==> src/design/gpio_status_rule_evaluator_assert.svh <==
// Assertion macros for the GPIO status rule evaluator.
// Used by the top level; expects i_clk and i_rst_n in the including scope.
`ifndef GPIO_STATUS_RULE_EVALUATOR_ASSERT_SVH
`define GPIO_STATUS_RULE_EVALUATOR_ASSERT_SVH

`ifndef NO_ASSERTIONS
`define GSRE_ASSERT(lbl, prop, msg) \
    lbl: assert property (@(posedge i_clk) disable iff (!i_rst_n) prop) else $error(msg);
`define GSRE_ASSERT_NR(lbl, prop, msg) \
    lbl: assert property (@(posedge i_clk) prop) else $error(msg);
`else
`define GSRE_ASSERT(lbl, prop, msg)
`define GSRE_ASSERT_NR(lbl, prop, msg)
`endif

`endif

==> src/design/gsre_pkg.sv <==
// Shared types and constants of the GPIO status rule evaluator.
// No dependencies; used by every module of the block.
package gsre_pkg;

    localparam int MAX_RULES_DEF     = 16;
    localparam int PROGRAM_DEPTH_DEF = 64;
    localparam int NUM_LINES_DEF     = 32;

    localparam logic [2:0] CFG_RULE_COUNT   = 3'd0;
    localparam logic [2:0] CFG_CHARGING     = 3'd1;
    localparam logic [2:0] CFG_DISCHARGING  = 3'd2;
    localparam logic [2:0] CFG_LOW_BATTERY  = 3'd3;
    localparam logic [2:0] CFG_BYPASS       = 3'd4;
    localparam logic [2:0] CFG_LOW_CHG_EN   = 3'd5;
    localparam logic [2:0] CFG_LOW_CHG_PCT  = 3'd6;

    localparam logic [4:0] RULE_NONE = 5'd16;
    localparam logic [6:0] PCT_FULL  = 7'd100;

    localparam logic [1:0] STATUS_UNKNOWN     = 2'd0;
    localparam logic [1:0] STATUS_CHARGING    = 2'd1;
    localparam logic [1:0] STATUS_DISCHARGING = 2'd2;

    typedef enum logic [1:0] {
        KIND_LINE   = 2'd0,
        KIND_INVERT = 2'd1,
        KIND_AND    = 2'd2,
        KIND_OR     = 2'd3
    } t_kind;

    typedef enum logic [1:0] {
        ST_IDLE,
        ST_START,
        ST_RUN
    } t_state;

    typedef struct packed {
        logic [4:0] rule_count;
        logic [4:0] charging_rule;
        logic [4:0] discharging_rule;
        logic [4:0] low_battery_rule;
        logic [4:0] bypass_rule;
        logic       low_charge_enable;
        logic [6:0] low_charge_percent;
    } t_cfg;

    // Program word layout: rule end in bit 7, line in bits 6..2, kind in bits 1..0.
    typedef struct packed {
        logic       ends_rule;
        logic [4:0] line;
        t_kind      kind;
    } t_word;

    typedef struct packed {
        logic        is_sample;
        logic        write_ok;
        logic [5:0]  addr;
        t_word       word;
        logic [31:0] lines;
    } t_cmd;

    typedef struct packed {
        logic [3:0] rule_index;
        logic       rule_valid;
        logic       rule_value;
        logic       rule_changed;
        logic [1:0] charger_status;
        logic       battery_low;
        logic       bypass_active;
        logic       charge_valid;
        logic [6:0] charge_percent;
        logic       last;
    } t_result;

endpackage

==> src/design/gpio_status_rule_evaluator.sv <==
// A program-write item is taken by the walker while it is idle; a sample passes ST_START
// and walks the program store word by word, at most PROGRAM_DEPTH words; each rule left
// after the store runs out still gives a result. The single read port of the store is
// walked one word a cycle, but a rule's last word waits while the output stalls. Results
// of one sample come out in rule order, one per rule, the last carrying the charger and
// battery summary; with no rules configured a single summary-only result is given.
module gpio_status_rule_evaluator #(
    parameter int MAX_RULES     = gsre_pkg::MAX_RULES_DEF,
    parameter int PROGRAM_DEPTH = gsre_pkg::PROGRAM_DEPTH_DEF,
    parameter int NUM_LINES     = gsre_pkg::NUM_LINES_DEF
) (
    input  logic        i_clk,
    input  logic        i_rst_n,
    input  logic        i_cfg_we,
    input  logic [2:0]  i_cfg_index,
    input  logic [6:0]  i_cfg_data,
    input  logic        i_valid,
    output logic        o_stall,
    input  logic        i_opcode,
    input  logic [5:0]  i_word_address,
    input  logic [1:0]  i_word_kind,
    input  logic [4:0]  i_word_line,
    input  logic        i_word_ends_rule,
    input  logic [31:0] i_line_states,
    output logic        o_valid,
    input  logic        i_stall,
    output logic [3:0]  o_rule_index,
    output logic        o_rule_valid,
    output logic        o_rule_value,
    output logic        o_rule_changed,
    output logic [1:0]  o_charger_status,
    output logic        o_battery_low,
    output logic        o_bypass_active,
    output logic        o_charge_valid,
    output logic [6:0]  o_charge_percent,
    output logic        o_last
);

`include "gpio_status_rule_evaluator_assert.svh"

    gsre_pkg::t_cfg    r_cfg;
    gsre_pkg::t_cfg    n_cfg;
    gsre_pkg::t_cmd    front_cmd;
    gsre_pkg::t_cmd    queue_cmd;
    gsre_pkg::t_result result;
    logic              front_vld;
    logic              front_rdy;
    logic              queue_vld;
    logic              queue_rdy;

    always_comb begin
        n_cfg = r_cfg;
        if (i_cfg_we) begin
            case (i_cfg_index)
                gsre_pkg::CFG_RULE_COUNT:  n_cfg.rule_count         = i_cfg_data[4:0];
                gsre_pkg::CFG_CHARGING:    n_cfg.charging_rule      = i_cfg_data[4:0];
                gsre_pkg::CFG_DISCHARGING: n_cfg.discharging_rule   = i_cfg_data[4:0];
                gsre_pkg::CFG_LOW_BATTERY: n_cfg.low_battery_rule   = i_cfg_data[4:0];
                gsre_pkg::CFG_BYPASS:      n_cfg.bypass_rule        = i_cfg_data[4:0];
                gsre_pkg::CFG_LOW_CHG_EN:  n_cfg.low_charge_enable  = i_cfg_data[0];
                gsre_pkg::CFG_LOW_CHG_PCT: n_cfg.low_charge_percent = i_cfg_data;
                default: begin
                end
            endcase
        end
    end

    always_ff @(posedge i_clk) begin
        if (!i_rst_n) begin
            r_cfg.rule_count         <= 5'd0;
            r_cfg.charging_rule      <= gsre_pkg::RULE_NONE;
            r_cfg.discharging_rule   <= gsre_pkg::RULE_NONE;
            r_cfg.low_battery_rule   <= gsre_pkg::RULE_NONE;
            r_cfg.bypass_rule        <= gsre_pkg::RULE_NONE;
            r_cfg.low_charge_enable  <= 1'b0;
            r_cfg.low_charge_percent <= 7'd0;
        end else begin
            r_cfg <= n_cfg;
        end
    end

    gsre_front #(
        .PROGRAM_DEPTH(PROGRAM_DEPTH)
    ) u_front (
        .i_clk           (i_clk),
        .i_rst_n         (i_rst_n),
        .i_valid         (i_valid),
        .o_stall         (o_stall),
        .i_opcode        (i_opcode),
        .i_word_address  (i_word_address),
        .i_word_kind     (i_word_kind),
        .i_word_line     (i_word_line),
        .i_word_ends_rule(i_word_ends_rule),
        .i_line_states   (i_line_states),
        .o_cmd_valid     (front_vld),
        .i_cmd_ready     (front_rdy),
        .o_cmd           (front_cmd)
    );

    gsre_queue u_queue (
        .i_clk  (i_clk),
        .i_rst_n(i_rst_n),
        .i_valid(front_vld),
        .o_ready(front_rdy),
        .i_cmd  (front_cmd),
        .o_valid(queue_vld),
        .i_ready(queue_rdy),
        .o_cmd  (queue_cmd)
    );

    gsre_back #(
        .MAX_RULES    (MAX_RULES),
        .PROGRAM_DEPTH(PROGRAM_DEPTH),
        .NUM_LINES    (NUM_LINES)
    ) u_back (
        .i_clk      (i_clk),
        .i_rst_n    (i_rst_n),
        .i_cfg      (r_cfg),
        .i_cmd_valid(queue_vld),
        .o_cmd_ready(queue_rdy),
        .i_cmd      (queue_cmd),
        .o_valid    (o_valid),
        .i_stall    (i_stall),
        .o_result   (result)
    );

    assign o_rule_index     = result.rule_index;
    assign o_rule_valid     = result.rule_valid;
    assign o_rule_value     = result.rule_value;
    assign o_rule_changed   = result.rule_changed;
    assign o_charger_status = result.charger_status;
    assign o_battery_low    = result.battery_low;
    assign o_bypass_active  = result.bypass_active;
    assign o_charge_valid   = result.charge_valid;
    assign o_charge_percent = result.charge_percent;
    assign o_last           = result.last;

    `GSRE_ASSERT_NR(a_reset_clears_out, !i_rst_n |=> !o_valid, "result valid after reset")
    `GSRE_ASSERT(a_summary_only_last, o_valid && !o_last |-> o_charger_status == 2'd0 && o_charge_percent == 7'd0 && !o_battery_low && !o_bypass_active, "summary on non-final result")
    `GSRE_ASSERT(a_no_rule_is_last, o_valid && !o_rule_valid |-> o_last && !o_rule_changed, "summary-only result not final")
    `GSRE_ASSERT(a_queue_feeds_idle_walker, queue_vld && queue_rdy && queue_cmd.is_sample |=> !queue_rdy, "walker took a sample without leaving idle")

endmodule

==> src/design/gsre_front.sv <==
// Front end: accepts items and classifies them into store writes and samples.
// Depends on gsre_pkg.
module gsre_front #(
    parameter int PROGRAM_DEPTH = gsre_pkg::PROGRAM_DEPTH_DEF
) (
    input  logic             i_clk,
    input  logic             i_rst_n,
    input  logic             i_valid,
    output logic             o_stall,
    input  logic             i_opcode,
    input  logic [5:0]       i_word_address,
    input  logic [1:0]       i_word_kind,
    input  logic [4:0]       i_word_line,
    input  logic             i_word_ends_rule,
    input  logic [31:0]      i_line_states,
    output logic             o_cmd_valid,
    input  logic             i_cmd_ready,
    output gsre_pkg::t_cmd   o_cmd
);

    logic           r_vld;
    logic           n_vld;
    gsre_pkg::t_cmd r_cmd;
    gsre_pkg::t_cmd n_cmd;
    logic           accept;

    assign o_stall     = r_vld && !i_cmd_ready;
    assign accept      = i_valid && !o_stall;
    assign o_cmd_valid = r_vld;
    assign o_cmd       = r_cmd;

    always_comb begin
        n_vld = accept || (r_vld && !i_cmd_ready);
        n_cmd = r_cmd;
        if (accept) begin
            n_cmd.is_sample      = i_opcode;
            n_cmd.write_ok       = 32'(i_word_address) < PROGRAM_DEPTH;
            n_cmd.addr           = i_word_address;
            n_cmd.word.ends_rule = i_word_ends_rule;
            n_cmd.word.line      = i_word_line;
            n_cmd.word.kind      = gsre_pkg::t_kind'(i_word_kind);
            n_cmd.lines          = i_line_states;
        end
    end

    always_ff @(posedge i_clk) begin
        if (!i_rst_n) begin
            r_vld <= 1'b0;
        end else begin
            r_vld <= n_vld;
        end
    end

    always_ff @(posedge i_clk) begin
        r_cmd <= n_cmd;
    end

endmodule

==> src/design/gsre_queue.sv <==
// Two-entry queue that decouples the front end from the rule walker.
// Depends on gsre_pkg.
module gsre_queue (
    input  logic           i_clk,
    input  logic           i_rst_n,
    input  logic           i_valid,
    output logic           o_ready,
    input  gsre_pkg::t_cmd i_cmd,
    output logic           o_valid,
    input  logic           i_ready,
    output gsre_pkg::t_cmd o_cmd
);

    gsre_pkg::t_cmd r_mem [2];
    logic           r_wr_ptr;
    logic           r_rd_ptr;
    logic [1:0]     r_count;
    logic           n_wr_ptr;
    logic           n_rd_ptr;
    logic [1:0]     n_count;
    logic           push;
    logic           pop;

    assign o_ready = r_count != 2'd2;
    assign o_valid = r_count != 2'd0;
    assign o_cmd   = r_mem[r_rd_ptr];
    assign push    = i_valid && o_ready;
    assign pop     = o_valid && i_ready;

    always_comb begin
        n_wr_ptr = push ? !r_wr_ptr : r_wr_ptr;
        n_rd_ptr = pop ? !r_rd_ptr : r_rd_ptr;
        n_count  = r_count;
        if (push && !pop) begin
            n_count = r_count + 2'd1;
        end else if (pop && !push) begin
            n_count = r_count - 2'd1;
        end
    end

    always_ff @(posedge i_clk) begin
        if (!i_rst_n) begin
            r_wr_ptr <= 1'b0;
            r_rd_ptr <= 1'b0;
            r_count  <= 2'd0;
        end else begin
            r_wr_ptr <= n_wr_ptr;
            r_rd_ptr <= n_rd_ptr;
            r_count  <= n_count;
        end
    end

    always_ff @(posedge i_clk) begin
        if (push) begin
            r_mem[r_wr_ptr] <= i_cmd;
        end
    end

endmodule

==> src/design/gsre_back.sv <==
// Back end: program store, rule walker and result register.
// Depends on gsre_pkg; fed by gsre_queue, configured from the top level.
module gsre_back #(
    parameter int MAX_RULES     = gsre_pkg::MAX_RULES_DEF,
    parameter int PROGRAM_DEPTH = gsre_pkg::PROGRAM_DEPTH_DEF,
    parameter int NUM_LINES     = gsre_pkg::NUM_LINES_DEF
) (
    input  logic              i_clk,
    input  logic              i_rst_n,
    input  gsre_pkg::t_cfg    i_cfg,
    input  logic              i_cmd_valid,
    output logic              o_cmd_ready,
    input  gsre_pkg::t_cmd    i_cmd,
    output logic              o_valid,
    input  logic              i_stall,
    output gsre_pkg::t_result o_result
);

    localparam int AW = $clog2(PROGRAM_DEPTH);
    localparam int RW = $clog2(MAX_RULES + 1);
    localparam int IW = (MAX_RULES > 1) ? $clog2(MAX_RULES) : 1;

    logic [7:0]          r_store [PROGRAM_DEPTH];
    logic [7:0]          r_word;
    logic                r_word_vld;
    logic                n_word_vld;
    logic [AW:0]         r_rd_addr;
    logic [AW:0]         n_rd_addr;
    logic                rd_en;
    logic                wr_en;
    logic [AW+5:0]       wr_addr_ext;

    gsre_pkg::t_state    r_state;
    gsre_pkg::t_state    n_state;
    logic [31:0]         r_lines;
    logic [31:0]         n_lines;
    logic [IW-1:0]       r_rule;
    logic [IW-1:0]       n_rule;
    logic                r_acc, r_term, r_has, r_inv;
    logic                n_acc, n_term, n_has, n_inv;
    logic                r_ch, r_dc, r_bl, r_bp;
    logic                n_ch, n_dc, n_bl, n_bp;
    logic [MAX_RULES-1:0] r_prev;
    logic [MAX_RULES-1:0] n_prev;
    logic                r_first_done;
    logic                n_first_done;
    logic                r_o_vld;
    logic                n_o_vld;
    gsre_pkg::t_result   r_o;
    gsre_pkg::t_result   n_o;

    gsre_pkg::t_word     w;
    logic [RW-1:0]       n_eff;
    logic                out_free;
    logic                lit_bit;
    logic                c_acc, c_term, c_has, c_inv;
    logic                done;
    logic                val;
    logic                advance;
    logic                last_rule;
    logic                f_ch, f_dc, f_bl, f_bp;
    logic [IW+3:0]       rule_ext;

    function automatic gsre_pkg::t_result mk_summary(
        input gsre_pkg::t_cfg cfg,
        input logic ch,
        input logic dc,
        input logic bl,
        input logic bp
    );
        gsre_pkg::t_result res;
        res = '0;
        if (ch && dc) begin
            res.charger_status = (cfg.discharging_rule >= cfg.charging_rule) ?
                gsre_pkg::STATUS_DISCHARGING : gsre_pkg::STATUS_CHARGING;
        end else if (ch) begin
            res.charger_status = gsre_pkg::STATUS_CHARGING;
        end else if (dc) begin
            res.charger_status = gsre_pkg::STATUS_DISCHARGING;
        end else begin
            res.charger_status = gsre_pkg::STATUS_UNKNOWN;
        end
        res.battery_low   = bl;
        res.bypass_active = bp;
        res.charge_valid  = cfg.low_charge_enable && !bp;
        if (res.charge_valid) begin
            if (bl) begin
                res.charge_percent = (cfg.low_charge_percent > gsre_pkg::PCT_FULL) ?
                    gsre_pkg::PCT_FULL : cfg.low_charge_percent;
            end else begin
                res.charge_percent = gsre_pkg::PCT_FULL;
            end
        end
        res.last = 1'b1;
        return res;
    endfunction

    assign o_valid     = r_o_vld;
    assign o_result    = r_o;
    assign o_cmd_ready = r_state == gsre_pkg::ST_IDLE;
    assign out_free    = !r_o_vld || !i_stall;
    assign n_eff       = (32'(i_cfg.rule_count) > MAX_RULES) ? RW'(MAX_RULES)
                                                              : RW'(i_cfg.rule_count);
    assign w           = gsre_pkg::t_word'(r_word);
    assign lit_bit     = (32'(w.line) < NUM_LINES) ? r_lines[w.line] : 1'b0;
    assign wr_en       = o_cmd_ready && i_cmd_valid && !i_cmd.is_sample && i_cmd.write_ok;
    assign wr_addr_ext = (AW + 6)'(i_cmd.addr);
    assign rule_ext    = (IW + 4)'(r_rule);

    // Evaluation of the word at the head of the walk.
    always_comb begin
        c_acc  = r_acc;
        c_term = r_term;
        c_has  = r_has;
        c_inv  = r_inv;
        if (r_word_vld) begin
            case (w.kind)
                gsre_pkg::KIND_LINE: begin
                    c_term = r_term & (lit_bit ^ r_inv);
                    c_has  = 1'b1;
                    c_inv  = 1'b0;
                end
                gsre_pkg::KIND_INVERT: begin
                    c_inv = 1'b1;
                end
                gsre_pkg::KIND_OR: begin
                    c_acc  = r_acc | (r_has & r_term);
                    c_term = 1'b1;
                    c_has  = 1'b0;
                    c_inv  = 1'b0;
                end
                default: begin
                end
            endcase
        end
        done      = !r_word_vld || w.ends_rule || (32'(r_rd_addr) >= PROGRAM_DEPTH);
        val       = c_acc | (c_has & c_term);
        advance   = !done || out_free;
        last_rule = (32'(r_rule) + 32'd1) == 32'(n_eff);
        f_ch      = r_ch || (val && (32'(r_rule) == 32'(i_cfg.charging_rule)));
        f_dc      = r_dc || (val && (32'(r_rule) == 32'(i_cfg.discharging_rule)));
        f_bl      = r_bl || (val && (32'(r_rule) == 32'(i_cfg.low_battery_rule)));
        f_bp      = r_bp || (val && (32'(r_rule) == 32'(i_cfg.bypass_rule)));
    end

    always_comb begin
        n_state      = r_state;
        n_lines      = r_lines;
        n_rule       = r_rule;
        n_acc        = r_acc;
        n_term       = r_term;
        n_has        = r_has;
        n_inv        = r_inv;
        n_ch         = r_ch;
        n_dc         = r_dc;
        n_bl         = r_bl;
        n_bp         = r_bp;
        n_prev       = r_prev;
        n_first_done = r_first_done;
        n_word_vld   = r_word_vld;
        n_rd_addr    = r_rd_addr;
        rd_en        = 1'b0;
        n_o_vld      = r_o_vld && i_stall;
        n_o          = r_o;
        case (r_state)
            gsre_pkg::ST_IDLE: begin
                if (i_cmd_valid && i_cmd.is_sample) begin
                    n_lines   = i_cmd.lines;
                    n_rd_addr = '0;
                    n_state   = gsre_pkg::ST_START;
                end
            end
            gsre_pkg::ST_START: begin
                n_rule = '0;
                n_acc  = 1'b0;
                n_term = 1'b1;
                n_has  = 1'b0;
                n_inv  = 1'b0;
                n_ch   = 1'b0;
                n_dc   = 1'b0;
                n_bl   = 1'b0;
                n_bp   = 1'b0;
                if (n_eff != '0) begin
                    rd_en      = 1'b1;
                    n_word_vld = 1'b1;
                    n_rd_addr  = (AW + 1)'(1);
                    n_state    = gsre_pkg::ST_RUN;
                end else if (out_free) begin
                    n_o_vld      = 1'b1;
                    n_o          = mk_summary(i_cfg, 1'b0, 1'b0, 1'b0, 1'b0);
                    n_first_done = 1'b1;
                    n_state      = gsre_pkg::ST_IDLE;
                end
            end
            gsre_pkg::ST_RUN: begin
                if (advance) begin
                    if (r_word_vld) begin
                        if (32'(r_rd_addr) < PROGRAM_DEPTH) begin
                            rd_en     = 1'b1;
                            n_rd_addr = r_rd_addr + 1'b1;
                        end else begin
                            n_word_vld = 1'b0;
                        end
                    end
                    if (done) begin
                        n_acc  = 1'b0;
                        n_term = 1'b1;
                        n_has  = 1'b0;
                        n_inv  = 1'b0;
                        n_ch   = f_ch;
                        n_dc   = f_dc;
                        n_bl   = f_bl;
                        n_bp   = f_bp;
                        n_o_vld = 1'b1;
                        n_o     = '0;
                        if (last_rule) begin
                            n_o          = mk_summary(i_cfg, f_ch, f_dc, f_bl, f_bp);
                            n_first_done = 1'b1;
                            n_state      = gsre_pkg::ST_IDLE;
                        end
                        n_o.rule_index   = rule_ext[3:0];
                        n_o.rule_valid   = 1'b1;
                        n_o.rule_value   = val;
                        n_o.rule_changed = r_first_done && (r_prev[r_rule] != val);
                        n_prev[r_rule]   = val;
                        n_rule           = r_rule + 1'b1;
                    end else begin
                        n_acc  = c_acc;
                        n_term = c_term;
                        n_has  = c_has;
                        n_inv  = c_inv;
                    end
                end
            end
            default: begin
                n_state = gsre_pkg::ST_IDLE;
            end
        endcase
    end

    always_ff @(posedge i_clk) begin
        if (!i_rst_n) begin
            r_state      <= gsre_pkg::ST_IDLE;
            r_prev       <= '0;
            r_first_done <= 1'b0;
            r_o_vld      <= 1'b0;
            r_word_vld   <= 1'b0;
        end else begin
            r_state      <= n_state;
            r_prev       <= n_prev;
            r_first_done <= n_first_done;
            r_o_vld      <= n_o_vld;
            r_word_vld   <= n_word_vld;
        end
    end

    always_ff @(posedge i_clk) begin
        r_lines   <= n_lines;
        r_rule    <= n_rule;
        r_acc     <= n_acc;
        r_term    <= n_term;
        r_has     <= n_has;
        r_inv     <= n_inv;
        r_ch      <= n_ch;
        r_dc      <= n_dc;
        r_bl      <= n_bl;
        r_bp      <= n_bp;
        r_rd_addr <= n_rd_addr;
        r_o       <= n_o;
    end

    always_ff @(posedge i_clk) begin
        if (wr_en) begin
            r_store[wr_addr_ext[AW-1:0]] <= i_cmd.word;
        end
        if (rd_en) begin
            r_word <= r_store[r_rd_addr[AW-1:0]];
        end
    end

endmodule
==> config.mk <==
export PLATFORM = sky130hd
export DESIGN_NAME = gpio_status_rule_evaluator
export DESIGN_NICKNAME = d
export VERILOG_FILES = /design/src/design/gsre_pkg.sv /design/src/design/gpio_status_rule_evaluator.sv /design/src/design/gsre_front.sv /design/src/design/gsre_queue.sv /design/src/design/gsre_back.sv
export VERILOG_INCLUDE_DIRS = /design/src /design/src/design
export SDC_FILE = /design/constraint.sdc
export NUM_CORES = 1
export LEC_CHECK = 0
export BUFFER_PORTS_ARGS = -buffer_cell sky130_fd_sc_hd__buf_2
export CAP_MARGIN = 5
export CORE_MARGIN = 4
export CORE_UTILIZATION = 50
export CTS_BUF_LIST = sky130_fd_sc_hd__clkbuf_8
export DETAILED_ROUTE_END_ITERATION = 10
export PLACE_DENSITY = 0.66
export SYNTH_ARGS = -nofsm -noshare
export SYNTH_HDL_FRONTEND = slang
export SYNTH_SLANG_ARGS = --single-unit
==> constraint.sdc <==
create_clock -name i_clk -period 6.2 [get_ports i_clk]
set_input_delay 0.62 -clock i_clk [delete_from_list [all_inputs] [get_ports i_clk]]
set_output_delay 0.62 -clock i_clk [all_outputs]
set_load 0.005 [all_outputs]
==> results_dict.tcl <==
set metrics [dict create \
    status "finished clean" \
    cts_made_buffers 121 \
    tns_ps 0 \
    cts_tree "built" \
    die_h_um 257 \
    yosysTopAreaCell "edfxtp_1" \
    synth_cells 1581 \
    drtPass1Iterations 5 \
    ant_nets 0 \
    ys_ff_latch 792 \
    multi_input_area_mm2 0.00742 \
    critical-path-top-delay-family "simple AND/OR/NAND/NOR gates" \
    core-area_mm2 0.0608 \
    cpPeakStageDelay_ps 900 \
    drive_gt1_frac 0.265 \
    syn_area_mm2 0.0309 \
    routedWlPerCell_um 24.1 \
    synth_area_leaders "edfxtp_1 (71%), mux4_2 (13%), dfxtp_1 (3.9%), mux2i_1 (1.7%), nor2_1 (1.6%)" \
    syn2layout_area_growth_pct 11.6 \
    antenna_found_initial 2 \
    crit_arrival_ps 3980 \
    min_from "i_line_states[7]" \
    yosysSeqAreaShare 0.749 \
    comb_power_share 0.246 \
    pre_cts_ws_ps 2510 \
    maxCapViolations 0 \
    clock_latency_ps 730 \
    p_int_mw 10.0 \
    cts_max_path_buffers 3 \
    sequentialPowerShare 0.474 \
    grt_pass1_vias 15555 \
    start_util 0.509 \
    power_density_mw_per_mm2 411 \
    fin_ws_ps 2550 \
    finalSetupViolations 0 \
    p_clk_frac 0.279 \
    clock_skew_ps 53.8 \
    fp.dieW_um 257 \
    cts_hold_buf 4 \
    cts_sinks 792 \
    synth_common_cells "edfxtp_1 (732), mux4_2 (173), nor2_1 (135)" \
    worstSetupEndpointType "flip-flop" \
    synthFlopType "edfxtp_1" \
    startpoint "u_back.r_state[1]$_SDFFE_PN0P_" \
    report.final.slew_viol_count 0 \
    rsz0062_at_grt "no" \
    p_leak_nw 11.2 \
    r2r_cells 6 \
    row_count 90 \
    seqCellArea_mm2 0.0232 \
    grt.total_usage 0.194 \
    hpwl_mm 38.2 \
    cts-root-buf "clkbuf_8" \
    viasPerCell 5.77 \
    postSynthNetCount 1661 \
    reg2reg_to "u_back.r_store[44][4]$_DFFE_PP_" \
    grt_first_pass_wirelength_mm 97.2 \
    drc_errors 0 \
    vias 15170 \
    synthArstFlopShare 0 \
    yosysWarnings 0 \
    hold_violations 0 \
    grt_overflow 0 \
    ioPinCount 84 \
    r2r-start "u_back.r_state[1]$_SDFFE_PN0P_" \
    path_class "flip-flop to flip-flop" \
    fin_hold_ws_ps 76.0 \
    vdd_drop_max_v 0.000289 \
    crit_slowest_cell "nor2_1" \
    post_cts_resized 0 \
    clkSlewWorstSetupHoldPaths_ps 70 \
    worstPathCellList "inv_1 > ha_1 > o21ai_0 > nor2b_1 > nand3_1 > nor2_1" \
    dpl.cell_count 2396 \
    synth-edff-count 732 \
    cts_setup_buffers 0 \
    reg2reg_slack_ps 2550 \
    grt_max_degree 131 \
    post-route-min-period_ps 3650 \
    dieArea_mm2 0.0659 \
    fmax_ghz 0.274 \
    wl_mm 63.5 \
    whs_path_depth 1 \
    nets 1821 \
    netlist-cell-type-count 55 \
    layoutNonFillerInstCount 2630 \
    min_to "u_front.o_cmd[7]$_DFFE_PP_" \
    hold_class "primary input to flip-flop" \
    power_switching_mw 4.18 \
    cts_max_level 3 \
    switching_share 0.294 \
    drt_iter0_drc 1224 \
    layout_worst_path_cycle_share 0.588 \
    avgSynthCellArea_um2 19.6 \
    cp_num_buf_inv 1 \
    worstMarginPinSlew_ps 1030 \
    nFillCells 4533 \
    globalplace.congestion 0.780 \
    crit_required_ps 6530 \
    port_buffers 83 \
    startpoint_type "flip-flop" \
    max_slew_margin 0.312 \
    yosysTopAreaCellShare 0.710 \
    crit_fanout 10 \
    synth.most_common_cell "edfxtp_1" \
]
[logic make-up after synthesis]
logic type | count (synthesis) | share of synthesized area
DFF | 792 | 0.749
buffers and inverters | 89 | 0.0117
and+or+nand+nor | 298 | 0.0450
AOI/OAI and AO/OA | 83 | 0.0191
muxes | 271 | 0.159
adders and majority gates | 18 | 0.00728
xor gates and xnor gates | 30 | 0.00849
[placed cells by master, fill, tap and decap left out, drive strengths merged, types with 4 or more instances in the layout]
cell type / count
edfxtp: 732
mux4: 173
nor2: 135
clkbuf: 124
buf: 103
clkinv: 71
dfxtp: 60
mux2i: 54
nand2: 47
inv: 47
mux2: 44
nor2b: 31
nand3: 21
a211oi: 19
ha: 18
a21oi: 15
xnor2: 15
xor2: 15
nor3: 15
nand2b: 11
and2: 11
o21ai: 10
o21a: 9
nor4b: 5
and3: 5
a22oi: 4
or3: 4
dlygate4sd3: 4
[registers in the layout, indices dropped and copies added, names as in the netlist, 2 cells and up, named ones only]
register / cells
u_back.r_store: 512
u_queue.r_mem: 94
u_front.o_cmd: 47
r_cfg: 33
u_back.r_lines: 32
u_back.o_result: 20
u_back.r_prev: 16
u_back.r_word: 8
u_back.r_rd_addr: 7
u_back.r_rule: 4
u_back.r_state: 2
u_queue.r_count: 2
[metal layers]
metal,up-vias,global-route usage,share of wire,wire (µm)
met5,-,0,0.00019,12
met4,2,0.0497,0.020,1260
met3,91,0.0407,0.062,3910
met2,517,0.308,0.48,30600
met1,7866,0.279,0.44,27600
li1,6694,-,-,-
[worst max path at each step]
stage	cells after the start	slack [ps]	end
6_report	6	2550	u_back.r_store[44][4]$_DFFE_PP_
5_1_grt	9	2260	u_back.o_result[5]$_SDFFCE_PN0P_
4_1_cts	9	2530	u_back.o_result[6]$_DFFE_PP_
3_5_place_dp	9	2510	u_back.o_result[6]$_DFFE_PP_
3_3_place_gp	9	2700	u_back.o_result[7]$_DFFE_PP_
2_1_floorplan	3	3020	u_front.o_cmd[0]$_DFFE_PP_
[power groups by stage]
| stage | logic [mW] | clock network, mW | registers, mW |
|---|---|---|---|
| global placement | 3.51 | 0 | 6.84 |
| CTS | 3.55 | 4.08 | 6.74 |
| detailed placement | 3.54 | 0 | 6.84 |
| finish | 3.50 | 3.97 | 6.74 |
| global route | 3.73 | 4.36 | 6.77 |
| floorplan | 2.43 | 0 | 6.72 |
[metrics by stage]
| step | total power [mW] | instance area, µm² | utilization |
|---|---|---|---|
| after floorplan | 9.15 | 30900 | - |
| after global placement | 10.4 | 32200 | 0.530 |
| after detailed placement | 10.4 | 32200 | 0.530 |
| after CTS | 14.4 | 34500 | 0.568 |
| after global routing | 14.9 | 34500 | 0.568 |
| final | 14.2 | 34500 | 0.568 |
[cell type report]
type | count | share of cell area
inverter | 19 | 0.00206
antenna | 1 | 0.0000725
clock inverter | 105 | 0.0157
multi-input combinational | 700 | 0.215
clock buffer | 124 | 0.0494
sequential | 792 | 0.671
timing repair buffer | 107 | 0.0183
tap | 782 | 0.0283
Note: power is estimated with default switching activity, not from simulation.
